## src/sv/pmf_pkg.sv

```systemverilog
// ----------------------------------------------------------------------------
// pmf_pkg
// Shared types and constants for the prefixed message framer.
// ----------------------------------------------------------------------------
package pmf_pkg;

    localparam int BUFFER_BYTES_DEF = 32;
    localparam int CMD_DEPTH_DEF    = 2;
    // covers every buffer size up to 64 bytes
    localparam int CNT_MAX_W        = 7;
    localparam int PREFIX_MAX       = 8;
    localparam int CFG_IDX_W        = 3;
    localparam int CFG_DATA_W       = 64;

    localparam logic [CFG_IDX_W-1:0] REG_SEPARATOR     = 3'd0;
    localparam logic [CFG_IDX_W-1:0] REG_PREFIX        = 3'd1;
    localparam logic [CFG_IDX_W-1:0] REG_PREFIX_LEN    = 3'd2;
    localparam logic [CFG_IDX_W-1:0] REG_RX_TIMEOUT    = 3'd3;
    localparam logic [CFG_IDX_W-1:0] REG_SEND_INTERVAL = 3'd4;
    localparam logic [CFG_IDX_W-1:0] REG_SEND_EN       = 3'd5;

    localparam logic [1:0] KIND_TICK    = 2'd0;
    localparam logic [1:0] KIND_PAYLOAD = 2'd1;
    localparam logic [1:0] KIND_FAIL    = 2'd2;

    localparam logic [7:0] SPACE_CHAR = 8'h20;

    typedef struct packed {
        logic       req_type;
        logic [7:0] rx_byte;
    } in_item_t;

    typedef struct packed {
        logic [1:0] result_kind;
        logic [7:0] payload_byte;
        logic       last_of_run;
        logic       led_on;
        logic       send_request;
        logic       overflowed;
    } out_item_t;

    typedef struct packed {
        logic [7:0]  separator_byte;
        logic [63:0] prefix_bytes;
        logic [3:0]  prefix_length;
        logic [31:0] rx_timeout_ticks;
        logic [31:0] send_interval_ticks;
        logic        send_enabled;
    } cfg_t;

    typedef struct packed {
        logic [1:0]           kind;
        logic                 led;
        logic                 snd;
        logic                 ovf;
        logic [3:0]           start;
        logic [CNT_MAX_W-1:0] valid_len;
        logic                 bank;
    } cmd_t;

    typedef struct packed {
        logic done;
        logic bank;
    } run_done_t;

endpackage

```

## src/sv/pmf_ram.sv

```systemverilog
// ----------------------------------------------------------------------------
// pmf_ram
// Generic single write port, single read port RAM with registered read.
// ----------------------------------------------------------------------------
module pmf_ram #(
    parameter int WIDTH = 8,
    parameter int DEPTH = 64
) (
    input  logic                     aclk,
    input  logic                     wr_en,
    input  logic [$clog2(DEPTH)-1:0] wr_addr,
    input  logic [WIDTH-1:0]         wr_data,
    input  logic                     rd_en,
    input  logic [$clog2(DEPTH)-1:0] rd_addr,
    output logic [WIDTH-1:0]         rd_data
);

    logic [WIDTH-1:0] mem [DEPTH];

    always_ff @(posedge aclk) begin
        if (wr_en) begin
            mem[wr_addr] <= wr_data;
        end
        if (rd_en) begin
            rd_data <= mem[rd_addr];
        end
    end

endmodule

```

## src/sv/pmf_cmd_fifo.sv

```systemverilog
// ----------------------------------------------------------------------------
// pmf_cmd_fifo
// Short command queue between the classifying front end and the result engine.
// ----------------------------------------------------------------------------
module pmf_cmd_fifo
    import pmf_pkg::*;
#(
    parameter int DEPTH = CMD_DEPTH_DEF
) (
    input  logic aclk,
    input  logic aresetn,
    input  logic push,
    input  cmd_t push_cmd,
    output logic full,
    input  logic pop,
    output cmd_t pop_cmd,
    output logic empty
);

    localparam int PW = (DEPTH > 1) ? $clog2(DEPTH) : 1;
    localparam int CW = $clog2(DEPTH + 1);

    cmd_t          mem_reg [DEPTH];
    logic [PW-1:0] wr_ptr_reg, wr_ptr_next;
    logic [PW-1:0] rd_ptr_reg, rd_ptr_next;
    logic [CW-1:0] count_reg, count_next;

    assign full    = (count_reg == CW'(DEPTH));
    assign empty   = (count_reg == '0);
    assign pop_cmd = mem_reg[rd_ptr_reg];

    always_comb begin
        wr_ptr_next = wr_ptr_reg;
        rd_ptr_next = rd_ptr_reg;
        count_next  = count_reg;
        if (push) begin
            wr_ptr_next = (wr_ptr_reg == PW'(DEPTH - 1)) ? '0 : wr_ptr_reg + 1'b1;
        end
        if (pop) begin
            rd_ptr_next = (rd_ptr_reg == PW'(DEPTH - 1)) ? '0 : rd_ptr_reg + 1'b1;
        end
        if (push && !pop) begin
            count_next = count_reg + 1'b1;
        end else if (pop && !push) begin
            count_next = count_reg - 1'b1;
        end
    end

    always_ff @(posedge aclk) begin
        if (!aresetn) begin
            wr_ptr_reg <= '0;
            rd_ptr_reg <= '0;
            count_reg  <= '0;
        end else begin
            wr_ptr_reg <= wr_ptr_next;
            rd_ptr_reg <= rd_ptr_next;
            count_reg  <= count_next;
        end
    end

    always_ff @(posedge aclk) begin
        if (push) begin
            mem_reg[wr_ptr_reg] <= push_cmd;
        end
    end

`ifndef ASSERT_OFF
    a_no_push_full: assert property (@(posedge aclk) disable iff (!aresetn)
        push |-> !full)
        else $error("command pushed into full queue");
    a_no_pop_empty: assert property (@(posedge aclk) disable iff (!aresetn)
        pop |-> !empty)
        else $error("command popped from empty queue");
    a_count_range: assert property (@(posedge aclk) disable iff (!aresetn)
        count_reg <= CW'(DEPTH))
        else $error("queue count out of range");
`endif

endmodule

```

## src/sv/pmf_front.sv

```systemverilog
// ----------------------------------------------------------------------------
// pmf_front
// Accepts bytes and ticks, fills the message buffer, checks the prefix,
// keeps link and send timing, and queues one command per result group.
// ----------------------------------------------------------------------------
module pmf_front
    import pmf_pkg::*;
#(
    parameter int BUFFER_BYTES = BUFFER_BYTES_DEF
) (
    input  logic                              aclk,
    input  logic                              aresetn,
    input  cfg_t                              cfg,
    input  logic                              s_valid,
    output logic                              s_ready,
    input  in_item_t                          s_data,
    output logic                              push,
    output cmd_t                              push_cmd,
    input  logic                              fifo_full,
    input  run_done_t                         run_done,
    output logic                              ram_wr_en,
    output logic [$clog2(BUFFER_BYTES):0]     ram_wr_addr,
    output logic [7:0]                        ram_wr_data
);

    localparam int IDX_W = $clog2(BUFFER_BYTES);
    localparam int CNT_W = $clog2(BUFFER_BYTES + 1);

    logic [CNT_W-1:0] cnt_reg, cnt_next;
    logic             ovf_reg, ovf_next;
    logic             bank_reg, bank_next;
    logic [1:0]       busy_reg, busy_next;
    logic [7:0]       prefix_shadow_reg [PREFIX_MAX];
    logic [31:0]      rx_age_reg, rx_age_next;
    logic             rx_started_reg, rx_started_next;
    logic [31:0]      tx_age_reg, tx_age_next;
    logic             tx_started_reg, tx_started_next;
    logic             led_reg, led_next;

    logic             accept;
    logic             is_byte;
    logic             is_sep;
    logic             room;
    logic [CNT_W-1:0] cnt_new;
    logic             ovf_new;
    logic [CNT_W-1:0] valid_len;
    logic [3:0]       eff_len;
    logic [7:0]       pre_eff [PREFIX_MAX];
    logic             match;
    logic [31:0]      rx_inc;
    logic [31:0]      tx_inc;
    logic             led_tick;
    logic             snd;

    assign s_ready = !fifo_full && !busy_reg[bank_reg];
    assign accept  = s_valid && s_ready;
    assign is_byte = !s_data.req_type;
    assign is_sep  = is_byte && (s_data.rx_byte == cfg.separator_byte);
    assign room    = (cnt_reg < CNT_W'(BUFFER_BYTES));
    assign cnt_new = room ? cnt_reg + 1'b1 : cnt_reg;
    assign ovf_new = ovf_reg | !room;
    // without overflow the separator is the last stored byte
    assign valid_len = ovf_new ? CNT_W'(BUFFER_BYTES) : cnt_new - 1'b1;
    assign eff_len   = (cfg.prefix_length > 4'(PREFIX_MAX)) ? 4'(PREFIX_MAX)
                                                            : cfg.prefix_length;

    assign ram_wr_en   = accept && is_byte && room;
    assign ram_wr_addr = {bank_reg, cnt_reg[IDX_W-1:0]};
    assign ram_wr_data = s_data.rx_byte;

    // first bytes of the message as they would look with this byte stored
    always_comb begin
        match = 1'b1;
        for (int i = 0; i < PREFIX_MAX; i++) begin
            if (CNT_W'(i) < cnt_reg) begin
                pre_eff[i] = prefix_shadow_reg[i];
            end else if (room && CNT_W'(i) == cnt_reg) begin
                pre_eff[i] = s_data.rx_byte;
            end else begin
                pre_eff[i] = SPACE_CHAR;
            end
            if (4'(i) < eff_len && pre_eff[i] != cfg.prefix_bytes[8*i +: 8]) begin
                match = 1'b0;
            end
        end
    end

    // saturating age counters
    assign rx_inc   = rx_age_reg + {31'd0, (rx_age_reg != '1)};
    assign tx_inc   = tx_age_reg + {31'd0, (tx_age_reg != '1)};
    assign led_tick = led_reg | (rx_started_reg && (rx_inc > cfg.rx_timeout_ticks));
    assign snd      = cfg.send_enabled && tx_started_reg &&
                      (tx_inc > cfg.send_interval_ticks);

    always_comb begin
        push_cmd           = '0;
        push_cmd.bank      = bank_reg;
        push_cmd.valid_len = CNT_MAX_W'(valid_len);
        push_cmd.start     = eff_len;
        if (s_data.req_type) begin
            push_cmd.kind = KIND_TICK;
            push_cmd.led  = led_tick;
            push_cmd.snd  = snd;
            push_cmd.ovf  = 1'b0;
        end else if (match) begin
            push_cmd.kind = KIND_PAYLOAD;
            push_cmd.led  = 1'b0;
            push_cmd.ovf  = ovf_new;
        end else begin
            push_cmd.kind = KIND_FAIL;
            push_cmd.led  = led_reg;
            push_cmd.ovf  = ovf_new;
        end
    end

    assign push = accept && (s_data.req_type || is_sep);

    always_comb begin
        cnt_next        = cnt_reg;
        ovf_next        = ovf_reg;
        bank_next       = bank_reg;
        busy_next       = busy_reg;
        rx_age_next     = rx_age_reg;
        rx_started_next = rx_started_reg;
        tx_age_next     = tx_age_reg;
        tx_started_next = tx_started_reg;
        led_next        = led_reg;

        if (run_done.done) begin
            busy_next[run_done.bank] = 1'b0;
        end

        if (accept) begin
            if (s_data.req_type) begin
                if (rx_started_reg) begin
                    rx_age_next = rx_inc;
                end
                if (tx_started_reg) begin
                    tx_age_next = snd ? '0 : tx_inc;
                end
                led_next = led_tick;
            end else if (is_sep) begin
                cnt_next = '0;
                ovf_next = 1'b0;
                if (match) begin
                    rx_age_next     = '0;
                    rx_started_next = 1'b1;
                    if (!tx_started_reg) begin
                        tx_started_next = 1'b1;
                        tx_age_next     = '0;
                    end
                    led_next           = 1'b0;
                    busy_next[bank_reg] = 1'b1;
                    bank_next          = !bank_reg;
                end
            end else begin
                cnt_next = cnt_new;
                ovf_next = ovf_new;
            end
        end
    end

    always_ff @(posedge aclk) begin
        if (!aresetn) begin
            cnt_reg        <= '0;
            ovf_reg        <= 1'b0;
            bank_reg       <= 1'b0;
            busy_reg       <= '0;
            rx_age_reg     <= '0;
            rx_started_reg <= 1'b0;
            tx_age_reg     <= '0;
            tx_started_reg <= 1'b0;
            led_reg        <= 1'b1;
        end else begin
            cnt_reg        <= cnt_next;
            ovf_reg        <= ovf_next;
            bank_reg       <= bank_next;
            busy_reg       <= busy_next;
            rx_age_reg     <= rx_age_next;
            rx_started_reg <= rx_started_next;
            tx_age_reg     <= tx_age_next;
            tx_started_reg <= tx_started_next;
            led_reg        <= led_next;
        end
    end

    always_ff @(posedge aclk) begin
        for (int i = 0; i < PREFIX_MAX; i++) begin
            if (ram_wr_en && cnt_reg == CNT_W'(i)) begin
                prefix_shadow_reg[i] <= s_data.rx_byte;
            end
        end
    end

`ifndef ASSERT_OFF
    a_done_busy: assert property (@(posedge aclk) disable iff (!aresetn)
        run_done.done |-> busy_reg[run_done.bank])
        else $error("payload run finished on a bank that was not in use");
`endif

endmodule

```

## src/sv/pmf_back.sv

```systemverilog
// ----------------------------------------------------------------------------
// pmf_back
// Result engine: turns queued commands into result transactions, reading
// the payload run out of the message buffer one byte at a time.
// ----------------------------------------------------------------------------
module pmf_back
    import pmf_pkg::*;
#(
    parameter int BUFFER_BYTES = BUFFER_BYTES_DEF
) (
    input  logic                          aclk,
    input  logic                          aresetn,
    input  logic                          empty,
    output logic                          pop,
    input  cmd_t                          pop_cmd,
    output logic                          ram_rd_en,
    output logic [$clog2(BUFFER_BYTES):0] ram_rd_addr,
    input  logic [7:0]                    ram_rd_data,
    output run_done_t                     run_done,
    output logic                          m_valid,
    input  logic                          m_ready,
    output out_item_t                     m_data
);

    localparam int IDX_W = $clog2(BUFFER_BYTES);

    localparam logic [1:0] ST_IDLE = 2'd0;
    localparam logic [1:0] ST_READ = 2'd1;
    localparam logic [1:0] ST_EMIT = 2'd2;

    logic [1:0]       state_reg, state_next;
    cmd_t             cmd_reg, cmd_next;
    logic [IDX_W-1:0] pos_reg, pos_next;
    logic             m_valid_reg, m_valid_next;
    out_item_t        m_data_reg, m_data_next;

    logic out_free;
    logic load;
    logic at_last;

    assign out_free    = !m_valid_reg || m_ready;
    assign at_last     = (pos_reg == IDX_W'(BUFFER_BYTES - 1));
    assign ram_rd_addr = {cmd_reg.bank, pos_reg};
    assign m_valid     = m_valid_reg;
    assign m_data      = m_data_reg;

    always_comb begin
        state_next    = state_reg;
        cmd_next      = cmd_reg;
        pos_next      = pos_reg;
        m_data_next   = m_data_reg;
        pop           = 1'b0;
        load          = 1'b0;
        ram_rd_en     = 1'b0;
        run_done      = '0;
        run_done.bank = cmd_reg.bank;

        case (state_reg)
            ST_IDLE: begin
                if (!empty && out_free) begin
                    pop      = 1'b1;
                    cmd_next = pop_cmd;
                    if (pop_cmd.kind == KIND_PAYLOAD) begin
                        pos_next   = IDX_W'(pop_cmd.start);
                        state_next = ST_READ;
                    end else begin
                        load                     = 1'b1;
                        m_data_next.result_kind  = pop_cmd.kind;
                        m_data_next.payload_byte = '0;
                        m_data_next.last_of_run  = 1'b1;
                        m_data_next.led_on       = pop_cmd.led;
                        m_data_next.send_request = pop_cmd.snd;
                        m_data_next.overflowed   = pop_cmd.ovf;
                    end
                end
            end
            ST_READ: begin
                ram_rd_en  = 1'b1;
                state_next = ST_EMIT;
            end
            ST_EMIT: begin
                if (out_free) begin
                    load                     = 1'b1;
                    m_data_next.result_kind  = KIND_PAYLOAD;
                    // past the message end the buffer reads as spaces
                    m_data_next.payload_byte =
                        (CNT_MAX_W'(pos_reg) < cmd_reg.valid_len) ? ram_rd_data
                                                                  : SPACE_CHAR;
                    m_data_next.last_of_run  = at_last;
                    m_data_next.led_on       = cmd_reg.led;
                    m_data_next.send_request = 1'b0;
                    m_data_next.overflowed   = cmd_reg.ovf;
                    if (at_last) begin
                        run_done.done = 1'b1;
                        state_next    = ST_IDLE;
                    end else begin
                        pos_next   = pos_reg + 1'b1;
                        state_next = ST_READ;
                    end
                end
            end
            default: begin
                state_next = ST_IDLE;
            end
        endcase

        if (load) begin
            m_valid_next = 1'b1;
        end else if (m_ready) begin
            m_valid_next = 1'b0;
        end else begin
            m_valid_next = m_valid_reg;
        end
    end

    always_ff @(posedge aclk) begin
        if (!aresetn) begin
            state_reg   <= ST_IDLE;
            m_valid_reg <= 1'b0;
        end else begin
            state_reg   <= state_next;
            m_valid_reg <= m_valid_next;
        end
    end

    always_ff @(posedge aclk) begin
        cmd_reg    <= cmd_next;
        pos_reg    <= pos_next;
        m_data_reg <= m_data_next;
    end

`ifndef ASSERT_OFF
    a_run_is_payload: assert property (@(posedge aclk) disable iff (!aresetn)
        (state_reg != ST_IDLE) |-> (cmd_reg.kind == KIND_PAYLOAD))
        else $error("buffer read outside a payload run");
    a_pos_range: assert property (@(posedge aclk) disable iff (!aresetn)
        (state_reg != ST_IDLE) |-> (pos_reg <= IDX_W'(BUFFER_BYTES - 1)))
        else $error("payload position beyond buffer");
`endif

endmodule

```

## src/sv/prefixed_message_framer.sv

```systemverilog
// ----------------------------------------------------------------------------
// prefixed_message_framer
// Frames prefixed messages from a byte stream and tracks link/send timing.
// ----------------------------------------------------------------------------
// A tick gives one status result and a failed prefix check one failure
// result. A verified message gives BUFFER_BYTES minus the prefix length
// (capped at PREFIX_MAX) payload results, each one read from the buffer RAM
// and then held in the output register. The buffer RAM holds two message
// banks, so bytes of the next message are taken while a run is still going
// out; the input stalls when the command queue is full or when both banks
// wait on payload runs.
module prefixed_message_framer
    import pmf_pkg::*;
#(
    parameter int BUFFER_BYTES = BUFFER_BYTES_DEF,
    parameter int CMD_DEPTH    = CMD_DEPTH_DEF
) (
    input  logic                  aclk,
    input  logic                  aresetn,
    input  logic                  cfg_wr_en,
    input  logic [CFG_IDX_W-1:0]  cfg_index,
    input  logic [CFG_DATA_W-1:0] cfg_wdata,
    input  logic                  s_valid,
    output logic                  s_ready,
    input  in_item_t              s_data,
    output logic                  m_valid,
    input  logic                  m_ready,
    output out_item_t             m_data
);

    localparam int AW        = $clog2(BUFFER_BYTES) + 1;
    localparam int RAM_DEPTH = 2 * (1 << $clog2(BUFFER_BYTES));

    cfg_t      cfg_reg;
    logic      push;
    cmd_t      push_cmd;
    logic      fifo_full;
    logic      pop;
    cmd_t      pop_cmd;
    logic      fifo_empty;
    run_done_t run_done;
    logic          ram_wr_en;
    logic [AW-1:0] ram_wr_addr;
    logic [7:0]    ram_wr_data;
    logic          ram_rd_en;
    logic [AW-1:0] ram_rd_addr;
    logic [7:0]    ram_rd_data;

    always_ff @(posedge aclk) begin
        if (!aresetn) begin
            cfg_reg.separator_byte      <= 8'd10;
            cfg_reg.prefix_bytes        <= '0;
            cfg_reg.prefix_length       <= '0;
            cfg_reg.rx_timeout_ticks    <= 32'd1000;
            cfg_reg.send_interval_ticks <= 32'd1000;
            cfg_reg.send_enabled        <= 1'b0;
        end else if (cfg_wr_en) begin
            case (cfg_index)
                REG_SEPARATOR:     cfg_reg.separator_byte      <= cfg_wdata[7:0];
                REG_PREFIX:        cfg_reg.prefix_bytes        <= cfg_wdata;
                REG_PREFIX_LEN:    cfg_reg.prefix_length       <= cfg_wdata[3:0];
                REG_RX_TIMEOUT:    cfg_reg.rx_timeout_ticks    <= cfg_wdata[31:0];
                REG_SEND_INTERVAL: cfg_reg.send_interval_ticks <= cfg_wdata[31:0];
                REG_SEND_EN:       cfg_reg.send_enabled        <= cfg_wdata[0];
                default: begin
                end
            endcase
        end
    end

    pmf_front #(
        .BUFFER_BYTES(BUFFER_BYTES)
    ) u_front (
        .aclk        (aclk),
        .aresetn     (aresetn),
        .cfg         (cfg_reg),
        .s_valid     (s_valid),
        .s_ready     (s_ready),
        .s_data      (s_data),
        .push        (push),
        .push_cmd    (push_cmd),
        .fifo_full   (fifo_full),
        .run_done    (run_done),
        .ram_wr_en   (ram_wr_en),
        .ram_wr_addr (ram_wr_addr),
        .ram_wr_data (ram_wr_data)
    );

    pmf_cmd_fifo #(
        .DEPTH(CMD_DEPTH)
    ) u_cmd_fifo (
        .aclk     (aclk),
        .aresetn  (aresetn),
        .push     (push),
        .push_cmd (push_cmd),
        .full     (fifo_full),
        .pop      (pop),
        .pop_cmd  (pop_cmd),
        .empty    (fifo_empty)
    );

    pmf_ram #(
        .WIDTH(8),
        .DEPTH(RAM_DEPTH)
    ) u_buffer (
        .aclk    (aclk),
        .wr_en   (ram_wr_en),
        .wr_addr (ram_wr_addr),
        .wr_data (ram_wr_data),
        .rd_en   (ram_rd_en),
        .rd_addr (ram_rd_addr),
        .rd_data (ram_rd_data)
    );

    pmf_back #(
        .BUFFER_BYTES(BUFFER_BYTES)
    ) u_back (
        .aclk        (aclk),
        .aresetn     (aresetn),
        .empty       (fifo_empty),
        .pop         (pop),
        .pop_cmd     (pop_cmd),
        .ram_rd_en   (ram_rd_en),
        .ram_rd_addr (ram_rd_addr),
        .ram_rd_data (ram_rd_data),
        .run_done    (run_done),
        .m_valid     (m_valid),
        .m_ready     (m_ready),
        .m_data      (m_data)
    );

endmodule
```

## config.mk

```make
export PLATFORM = sky130hd
export DESIGN_NAME = prefixed_message_framer
export DESIGN_NICKNAME = d
export VERILOG_FILES = /design/src/sv/pmf_pkg.sv /design/src/sv/pmf_ram.sv /design/src/sv/pmf_cmd_fifo.sv /design/src/sv/pmf_front.sv /design/src/sv/pmf_back.sv /design/src/sv/prefixed_message_framer.sv
export SDC_FILE = /design/constraint.sdc
export NUM_CORES = 1
export LEC_CHECK = 0
export BUFFER_PORTS_ARGS = -buffer_cell sky130_fd_sc_hd__buf_2
export CORE_MARGIN = 2
export CORE_UTILIZATION = 60
export CTS_CLUSTER_SIZE = 28
export DETAILED_ROUTE_END_ITERATION = 10
export PLACE_DENSITY = 0.77
export SETUP_SLACK_MARGIN = 0.1
export SYNTH_ARGS = -nofsm -noshare
export SYNTH_HDL_FRONTEND = slang
export SYNTH_HIERARCHICAL = 1
export SYNTH_SLANG_ARGS = --single-unit
```

## constraint.sdc

```tcl
create_clock -name aclk -period 10.28 [get_ports aclk]
set_input_delay 1.542 -clock aclk [delete_from_list [all_inputs] [get_ports aclk]]
set_output_delay 1.542 -clock aclk [all_outputs]
set_load 0.02 [all_outputs]
```

# == Yosys cells after proc, flatten, opt, wreduce, memory -nomap -nowiden ==
# Memory sizes are Yosys's and may differ from the RTL's. A register that Yosys moved wholly into a read port is not among the register bits.
# Index checks and enable logic that the tools add are counted.
# totals
register_bits,253
ramBits,608
output_inout_bits,16
memories,3
# op_classes
addsub,9
n_lt_le_gt_ge,25
eq_ne,42
n_mux,131
bitwise,6
n_reduce_logical,80
# mem_list
memory,depth,word_bits,read_ports,rd_clocked_by_memory_dff,wr,line_no,source
u_buffer.mem,64,8,1,1,1,pmf_ram.sv:18,logic [WIDTH-1:0] mem [DEPTH];
u_front.prefix_shadow_reg,8,8,8,0,1,pmf_front.sv:33,logic [7:0] prefix_shadow_reg [PREFIX_MAX];
u_cmd_fifo.mem_reg,2,16,1,1,1,pmf_cmd_fifo.sv:23,cmd_t mem_reg [DEPTH];
# op_table
op,n
$mux W32,10
$mux W8,24
$add A32 B1 Y32,2
$gt A32 B32 Y1,2
$ne A32 B32 Y1 const B,2
$ne A8 B8 Y1,8
$mux W1,61
$reduce_or A8 Y1,7
$mux W14,3
$logic_and A1 B1 Y1,38
$pmux W14 S2,1
$mux W3,9
$eq A3 B6 Y1 const A,4
$eq A6 B3 Y1 const B,4
$lt A3 B6 Y1 const A,4
$mux W2,10
$mux W5,4
$mux W6,3
$lt A3 B4 Y1 const A,4
$reduce_and A2 Y1,8
$eq A2 B6 Y1 const A,2
$eq A6 B2 Y1 const B,2
$lt A1 B6 Y1 const A,2
$lt A2 B6 Y1 const A,2
other kinds (43),77

# == Logic depth before layout (Yosys ltp) ==
# Gate-level depths: netlist (run 1).
# depth
ltp_word,18
mapped_depth,28
depth_no_buf,24

# == Modules after synthesis ==
# Netlist (run 1), hierarchy kept.
# by_module_without_submodules
mod,n_inst,cells_each,area_per_inst_um2
pmf_ram,1,940,20246.9
pmf_front,1,1212,10498.8
prefixed_message_framer,1,541,5385.2
pmf_cmd_fifo,1,75,1443.9
pmf_back,1,108,1431.4

# == Least setup slack after synthesis (run 1) ==
# Ideal clock, no wire load.
# synth_timing
path_kind,register to register
startpoint,reg u_front.tx_age_reg[14]
endpoint,reg u_front.tx_age_reg[8]
arrival_time_ns,5.468
required_time_ns,10.208
path_slack_ns,4.740
stages_incl_launch_ff,28
path_buffers,4
cell_sequence,dfxtp_1 > clkbuf_1 > and4_1 > nand4_1 > nor2_1 > nand2_1 > or4_1 > or4_1 > ha_1 > ha_1 > inv_1 > nor2_1 > nand3_1 > or2_2 > clkbuf_1 > nor3_1 > xor2_1 > ha_1 > nand4_1 > nor4_1 > a31oi_1 > nand2_1 > o21ba_2 > nor3_1 > clkbuf_1 > clkbuf_1 > nand2_1 > mux2i_1
# synth_via
elab_chain_cells,7
# synth_rtl
element,line_no,source
"start, declared",pmf_front.sv:36,"logic [31:0] tx_age_reg, tx_age_next;"
"start signal, assigned",pmf_front.sv:181,tx_age_reg <= tx_age_next;
$ne A32 B32 Y1,pmf_front.sv:90,"assign tx_inc = tx_age_reg + {31'd0, (tx_age_reg != '1)};"
$add A32 B1 Y32 (*),pmf_front.sv:90,
$gt A32 B32 Y1,pmf_front.sv:93,(tx_inc > cfg.send_interval_ticks);
$logic_and A1 B1 Y1,pmf_front.sv:92,assign snd = cfg.send_enabled && tx_started_reg &&
$mux W32 (*),pmf_front.sv:139,tx_age_next = snd ? '0 : tx_inc;
$mux W32 (*),pmf_front.sv:138,if (tx_started_reg) begin
$mux W32 (*),pmf_front.sv:134,if (s_data.req_type) begin
# Every way passes the cells marked *; elsewhere a longest branch is shown, timed or not. The select of a mux whose other input is x is not followed.
# A chain may end at the register's enable or synchronous reset.

# == Final worst setup path (run 1) ==
# layout_timing
startpoint,reg u_front.tx_age_reg[14]
endpoint,reg u_front.tx_age_reg[9]
# The elaborated chain is that of the path after synthesis.

==> results of run 1 <==
[power by group]
group	internal, mW	leakage [nW]	switching (mW)	total, mW
clock	2.08	1.54	1.37	3.45
sequential	3.89	7.66	0.0652	3.96
combinational	0.415	6.03	0.632	1.05
total	6.39	15.2	2.07	8.45
[kinds of logic after synthesis]
family,share of synthesized area (%)
AOI/OAI and AO/OA,7.11
adders and majority gates,2.57
and+or+nand+nor,10.1
DFF,61.4
buffers and inverters,3.77
other,0.00961
muxes,12.5
xor gates and xnor gates,2.63
[area by class of cell]
cell class / instances / area (µm²)
clock buffers: 101 / 2310
clock inverters: 61 / 852
fillers: 4359 / 21300
diodes: 1 / 2.50
well taps: 855 / 1070
multi-input cells: 1703 / 13600
repair buffers: 133 / 792
flip-flops and latches: 872 / 23900
inverters: 126 / 473
[synthesized netlist by cell type (7+ instances only)]
| master | n |
|---|---|
| a22oi_1 | 10 |
| nand2b_1 | 22 |
| clkbuf_1 | 79 |
| nor2_1 | 162 |
| and3_1 | 17 |
| and2_1 | 21 |
| xor2_1 | 37 |
| mux4_2 | 126 |
| o2bb2ai_1 | 7 |
| a32o_1 | 23 |
| a21oi_1 | 52 |
| xnor2_1 | 80 |
| buf_6 | 17 |
| nand3_1 | 59 |
| o221ai_1 | 8 |
| nor3_1 | 50 |
| o21a_1 | 19 |
| nand4_1 | 42 |
| buf_1 | 12 |
| a21o_1 | 18 |
| ha_1 | 80 |
| inv_1 | 126 |
| nand2_1 | 302 |
| or3_1 | 9 |
| nor4_1 | 18 |
| a32oi_1 | 22 |
| o21ai_0 | 49 |
| a22o_1 | 23 |
| buf_4 | 39 |
| mux2_2 | 32 |
| nor2b_1 | 57 |
| dfxtp_1 | 225 |
| o22ai_1 | 21 |
| a31oi_1 | 12 |
| mux2i_1 | 166 |
| a2bb2oi_1 | 11 |
| buf_2 | 26 |
| edfxtp_1 | 647 |
[per-stage QoR]
step	hold slack [ps]	util, %	worst slack (ps)	area, µm²	total power [mW]
6_report	457	66.9	4100	43100	8.45
5_1_grt	483	66.9	3600	43100	8.69
4_1_cts	460	66.9	4220	43100	8.50
3_5_place_dp	450	62.0	4230	39900	5.07
3_3_place_gp	449	62.0	4250	39900	5.03
2_1_floorplan	435	-	4740	39000	4.75
[critical path, cell delays in order (launching register included)]
cell and delay (ps):
dfxtp_1 470, and4_1 280, nand4_1 160, nor2_1 130
nand2_1 70, or4_1 440, or4_1 540, ha_1 230
ha_1 250, inv_1 140, nor2_1 120, nand3_1 170
or2_2 220, nor3_1 80, xor2_1 160, ha_1 310
nand4_1 90, nor4_1 400, a31oi_1 180, nand2_1 140
o21ba_2 180, nor3_2 670, buf_4 380, a22o_1 190
a31o_1 100
[routing by layer]
metal | share of wire (%) | up-vias | GRT usage (%)
met3 | 8.1 | 272 | 4.56
met2 | 49 | 1309 | 47.5
met5 | 0 | - | 0
met1 | 39 | 12200 | 37.5
met4 | 4.4 | 0 | 11.8
li1 | - | 10900 | -
[worst paths after layout]
kind	depth (start not counted)	from	slack (ps)	endpoint
worst min-delay path	2	cfg_reg[76]$_SDFFE_PN0P_	460	cfg_reg[76]$_SDFFE_PN0P_
worst min register to register	2	cfg_reg[76]$_SDFFE_PN0P_	460	cfg_reg[76]$_SDFFE_PN0P_
worst max-delay path	24	u_front/tx_age_reg[14]$_SDFFE_PN0P_	4100	u_front/tx_age_reg[9]$_SDFFE_PN0P_
worst max register to register	24	u_front/tx_age_reg[14]$_SDFFE_PN0P_	4100	u_front/tx_age_reg[9]$_SDFFE_PN0P_
==> flow_summary.json, run 1 <==
{
  "fin_setup_tns_ps": 0,
  "routabilityCongestion": 0.891,
  "dr.pass1.iters": 6,
  "drc": 0,
  "fin_crit_ps": 6180,
  "clk_pin_slew_ps": 60,
  "vias": 24700,
  "setup_violations": 0,
  "chipHeight_um": 259,
  "synth_seq_cells": 872,
  "core_area_mm2": 0.0643,
  "synth_area_per_cell_um2": 13.6,
  "ys_warn_count": 6,
  "first_iter_violations": 2547,
  "synthArstFlopShare_pct": 0,
  "grt_max_degree": 114,
  "cts_max_path_buffers": 3,
  "max-cap-violations": 0,
  "postRouteAntennaNets": 0,
  "layout_common_cells": "647 x edfxtp_1, 302 x nand2_1, 225 x dfxtp_1",
  "hold_violations": 0,
  "cp.required_ps": 10860,
  "fp.dieW_um": 259,
  "routed_wl_um": 95200,
  "path_class": "flip-flop to flip-flop",
  "drv_slew": 0,
  "cts_tree": "yes",
  "num_rows": 93,
  "grt_setup_unrepaired": "no",
  "cp-start-kind": "flip-flop",
  "cts_sinks": 872,
  "hpwl_um": 60900,
  "period_share_pct": 60.1,
  "ios": 97,
  "cts_made_buffers": 87,
  "netlist_top_cells_area": "edfxtp_1 50%, dfxtp_1 12%, mux4_2 7.3%",
  "dp_cells": 3688,
  "ys_types": 104,
  "overflow": 0,
  "outcome": "finished clean",
  "synth_top_area_share_pct": 49.8,
  "powerDensity_mw_per_mm2": 196,
  "area_growth_pct": 10.4,
  "htreeDepth": 3,
  "wl_per_cell_um": 24.7,
  "cp_max_fo": 21,
  "nets": 3084,
  "grt_pass1_vias": 24500,
  "initial_utilization_pct": 60.6,
  "peakVddDrop_mv": 0.132,
  "via_per_inst": 6.42,
  "clk_latency_ps": 650,
  "fin_cells": 3852,
  "antenna_found_initial": 0,
  "arrival_ps": 6760,
  "synth_ff_type": "edfxtp_1",
  "leakage_nw": 15.2,
  "netlist_area_mm2": 0.0390,
  "cts_hold_buf": 0,
  "synth_edf_count": 647,
  "slew_headroom_pct": 13.6,
  "syn-instance-count": 2876,
  "hold_class": "flip-flop to flip-flop",
  "syn_nets": 3037,
  "drive_gt1_share_pct": 15.6,
  "fmax_mhz": 162,
  "worstMarginPinSlew_ps": 1280,
  "synth_top_cell_by_area": "edfxtp_1",
  "endpoint_kind": "flip-flop",
  "grt_pass1_wl_um": 145000,
  "port_buffers": 96,
  "skew_ps": 23.1,
  "yosysSeqAreaShare_pct": 61.4,
  "die-area_mm2": 0.0671,
  "track_usage_pct": 28.5,
  "cts_resized": 0,
  "post-cts-setup-buffers": 0,
  "largest_reg_flops": 512,
  "cts-root-buf": "clkbuf_16",
  "final_common_cell": "edfxtp_1"
}
No activity file was read; power rests on OpenSTA's default activity.
==> inputs of run 2 (changes only) <==
--- a/config.mk
+++ b/config.mk
@@ -7,7 +7,7 @@
 export LEC_CHECK = 0
 export BUFFER_PORTS_ARGS = -buffer_cell sky130_fd_sc_hd__buf_2
 export CORE_MARGIN = 2
-export CORE_UTILIZATION = 60
+export CORE_UTILIZATION = 57
 export CTS_CLUSTER_SIZE = 28
 export DETAILED_ROUTE_END_ITERATION = 10
 export PLACE_DENSITY = 0.77
==> constraint.sdc (replaced) <==
create_clock -name aclk -period 5.05 [get_ports aclk]
set_input_delay 0.7575 -clock aclk [delete_from_list [all_inputs] [get_ports aclk]]
set_output_delay 0.7575 -clock aclk [all_outputs]
set_load 0.02 [all_outputs]
==> flow_summary.json, run 2 (synthesis results as in run 1) <==
{
  "port_buffers": 96,
  "dp_cells": 3789,
  "cp.required_ps": 5630,
  "ios": 97,
  "fin_crit_ps": 4780,
  "dr.pass1.iters": 6,
  "grt_setup_unrepaired": "yes",
  "fp.dieW_um": 266,
  "drc": 0,
  "first_iter_violations": 2846,
  "track_usage_pct": 27.4,
  "outcome": "finished clean",
  "arrival_ps": 5360,
  "final_common_cell": "edfxtp_1",
  "num_rows": 95,
  "hold_slack_ps": 355,
  "ff2ff_setup_slack_ps": 270,
  "initial_utilization_pct": 57.8,
  "slew_headroom_pct": 14.9,
  "postRouteAntennaNets": 0,
  "diodes": 0,
  "powerDensity_mw_per_mm2": 378,
  "path_class": "flip-flop to flip-flop",
  "period_share_pct": 94.7,
  "cp_max_fo": 5,
  "antenna_found_initial": 1,
  "drive_gt1_share_pct": 19.0,
  "p_seq_share_pct": 49.0,
  "crit_end": "u_front/tx_age_reg[31]$_SDFFE_PN0P_",
  "routed_wl_um": 97000,
  "drv_slew": 0,
  "fmax_mhz": 209,
  "fin_util_pct": 64.7,
  "r2r_cells": 23,
  "fin_area_mm2": 0.0437,
  "routabilityCongestion": 0.892,
  "setup_violations": 0,
  "finalWorstSetupSlack_ps": 269,
  "cp-start-kind": "flip-flop",
  "peakVddDrop_mv": 0.244,
  "chipHeight_um": 266,
  "cts_tree": "yes",
  "p_clk_share_pct": 37.9,
  "overflow": 0,
  "via_per_inst": 6.34,
  "clk_latency_ps": 650,
  "p_sw_share_pct": 25.2,
  "nets": 3185,
  "r2r_start": "u_front/tx_age_reg[14]$_SDFFE_PN0P_",
  "hold_class": "input port to flip-flop",
  "rr_endpoint": "u_front/tx_age_reg[31]$_SDFFE_PN0P_",
  "die-area_mm2": 0.0705,
  "leakage_nw": 15.6,
  "crit_start": "u_front/tx_age_reg[14]$_SDFFE_PN0P_",
  "cts_sinks": 872,
  "switchingPower_mw": 4.16,
  "hold_violations": 0,
  "worstMarginPinSlew_ps": 1280,
  "core_area_mm2": 0.0675,
  "pre_cts_ws_ps": -23.4,
  "placed_area_mm2": 0.0406,
  "clk_pin_slew_ps": 60,
  "layout_common_cells": "647 x edfxtp_1, 301 x nand2_1, 221 x dfxtp_1",
  "skew_ps": 22.7,
  "hpwl_um": 64300,
  "grt_pass1_wl_um": 147000,
  "grt_pass1_vias": 24700,
  "cts_max_path_buffers": 3,
  "area_growth_pct": 11.9,
  "p_total_mw": 16.5,
  "cts_made_buffers": 87,
  "vias": 25100,
  "endpoint_kind": "flip-flop",
  "max-cap-violations": 0,
  "grt_max_degree": 109,
  "largest_reg_flops": 512,
  "fin_setup_tns_ps": 0,
  "fin_cells": 3965,
  "cts_hold_buf": 0,
  "cts-root-buf": "clkbuf_16",
  "htreeDepth": 3,
  "combPwrFrac_pct": 13.1,
  "p_int_mw": 12.3,
  "wl_per_cell_um": 24.5
}
==> run 2: final cells by class <==
class | count | area [µm²]
fill | 4773 | 23900
inverter | 126 | 475
clock inverter | 47 | 430
sequential | 872 | 23900
timing repair buffer | 234 | 1570
multi-input combinational | 1703 | 13800
clock buffer | 110 | 2330
tap | 873 | 1090
==> run 2: critical path, stage by stage, from the launching register on <==
cell	delay (ps)
dfxtp_2	330
and4_4	220
nand4_1	160
nor2_1	120
nand2_1	90
or4_4	440
or4_4	440
ha_4	210
nand2_4	80
nor2_1	70
nand2_1	100
nor2_1	50
or2_2	300
ha_4	220
a21o_1	170
a21o_1	170
a211o_1	300
o211ai_1	130
a21oi_2	100
o21ba_4	240
nor3_4	320
buf_6	170
and3b_1	180
a311o_1	110
==> run 2: power by group through the flow <==
| stage | registers [mW] | clock network [mW] | logic [mW] |
|---|---|---|---|
| after global routing | 8.10 | 6.60 | 2.30 |
| after global placement | 8.22 | 0 | 2.07 |
| final | 8.08 | 6.26 | 2.17 |
| after floorplan | 8.19 | 0 | 1.49 |
| after detailed placement | 8.24 | 0 | 2.13 |
| after CTS | 8.09 | 6.33 | 2.15 |
==> run 2: worst min path at each step <==
stage                                  start                   endpoint  cells past startpoint
finish                         cfg_wdata[54]  cfg_reg[123]$_SDFFE_PN0P_                      3
global route                   cfg_wdata[52]  cfg_reg[121]$_SDFFE_PN0P_                      3
CTS                            cfg_wdata[40]  cfg_reg[109]$_SDFFE_PN0P_                      3
detailed placement  cfg_reg[76]$_SDFFE_PN0P_   cfg_reg[76]$_SDFFE_PN0P_                      2
global placement    cfg_reg[17]$_SDFFE_PN0P_   cfg_reg[17]$_SDFFE_PN0P_                      2
floorplan           cfg_reg[76]$_SDFFE_PN0P_   cfg_reg[76]$_SDFFE_PN0P_                      2
==> run 2: what timing repair did <==
action | CTS | global route
buffers inserted | 8 | 9
gates resized for setup | 14 | 35
gates cloned | 2 | 0
setup endpoints to repair | 32 | 37
pin swaps | 10 | 19
==> run 2: routing by layer <==
layer	part of all wire [%]	GRT usage (%)	vias up
met5	0.013	0	-
li1	-	-	11100
met2	47	44.4	1269
met1	41	37.8	12500
met4	3.4	9.31	2
met3	8.3	4.52	216
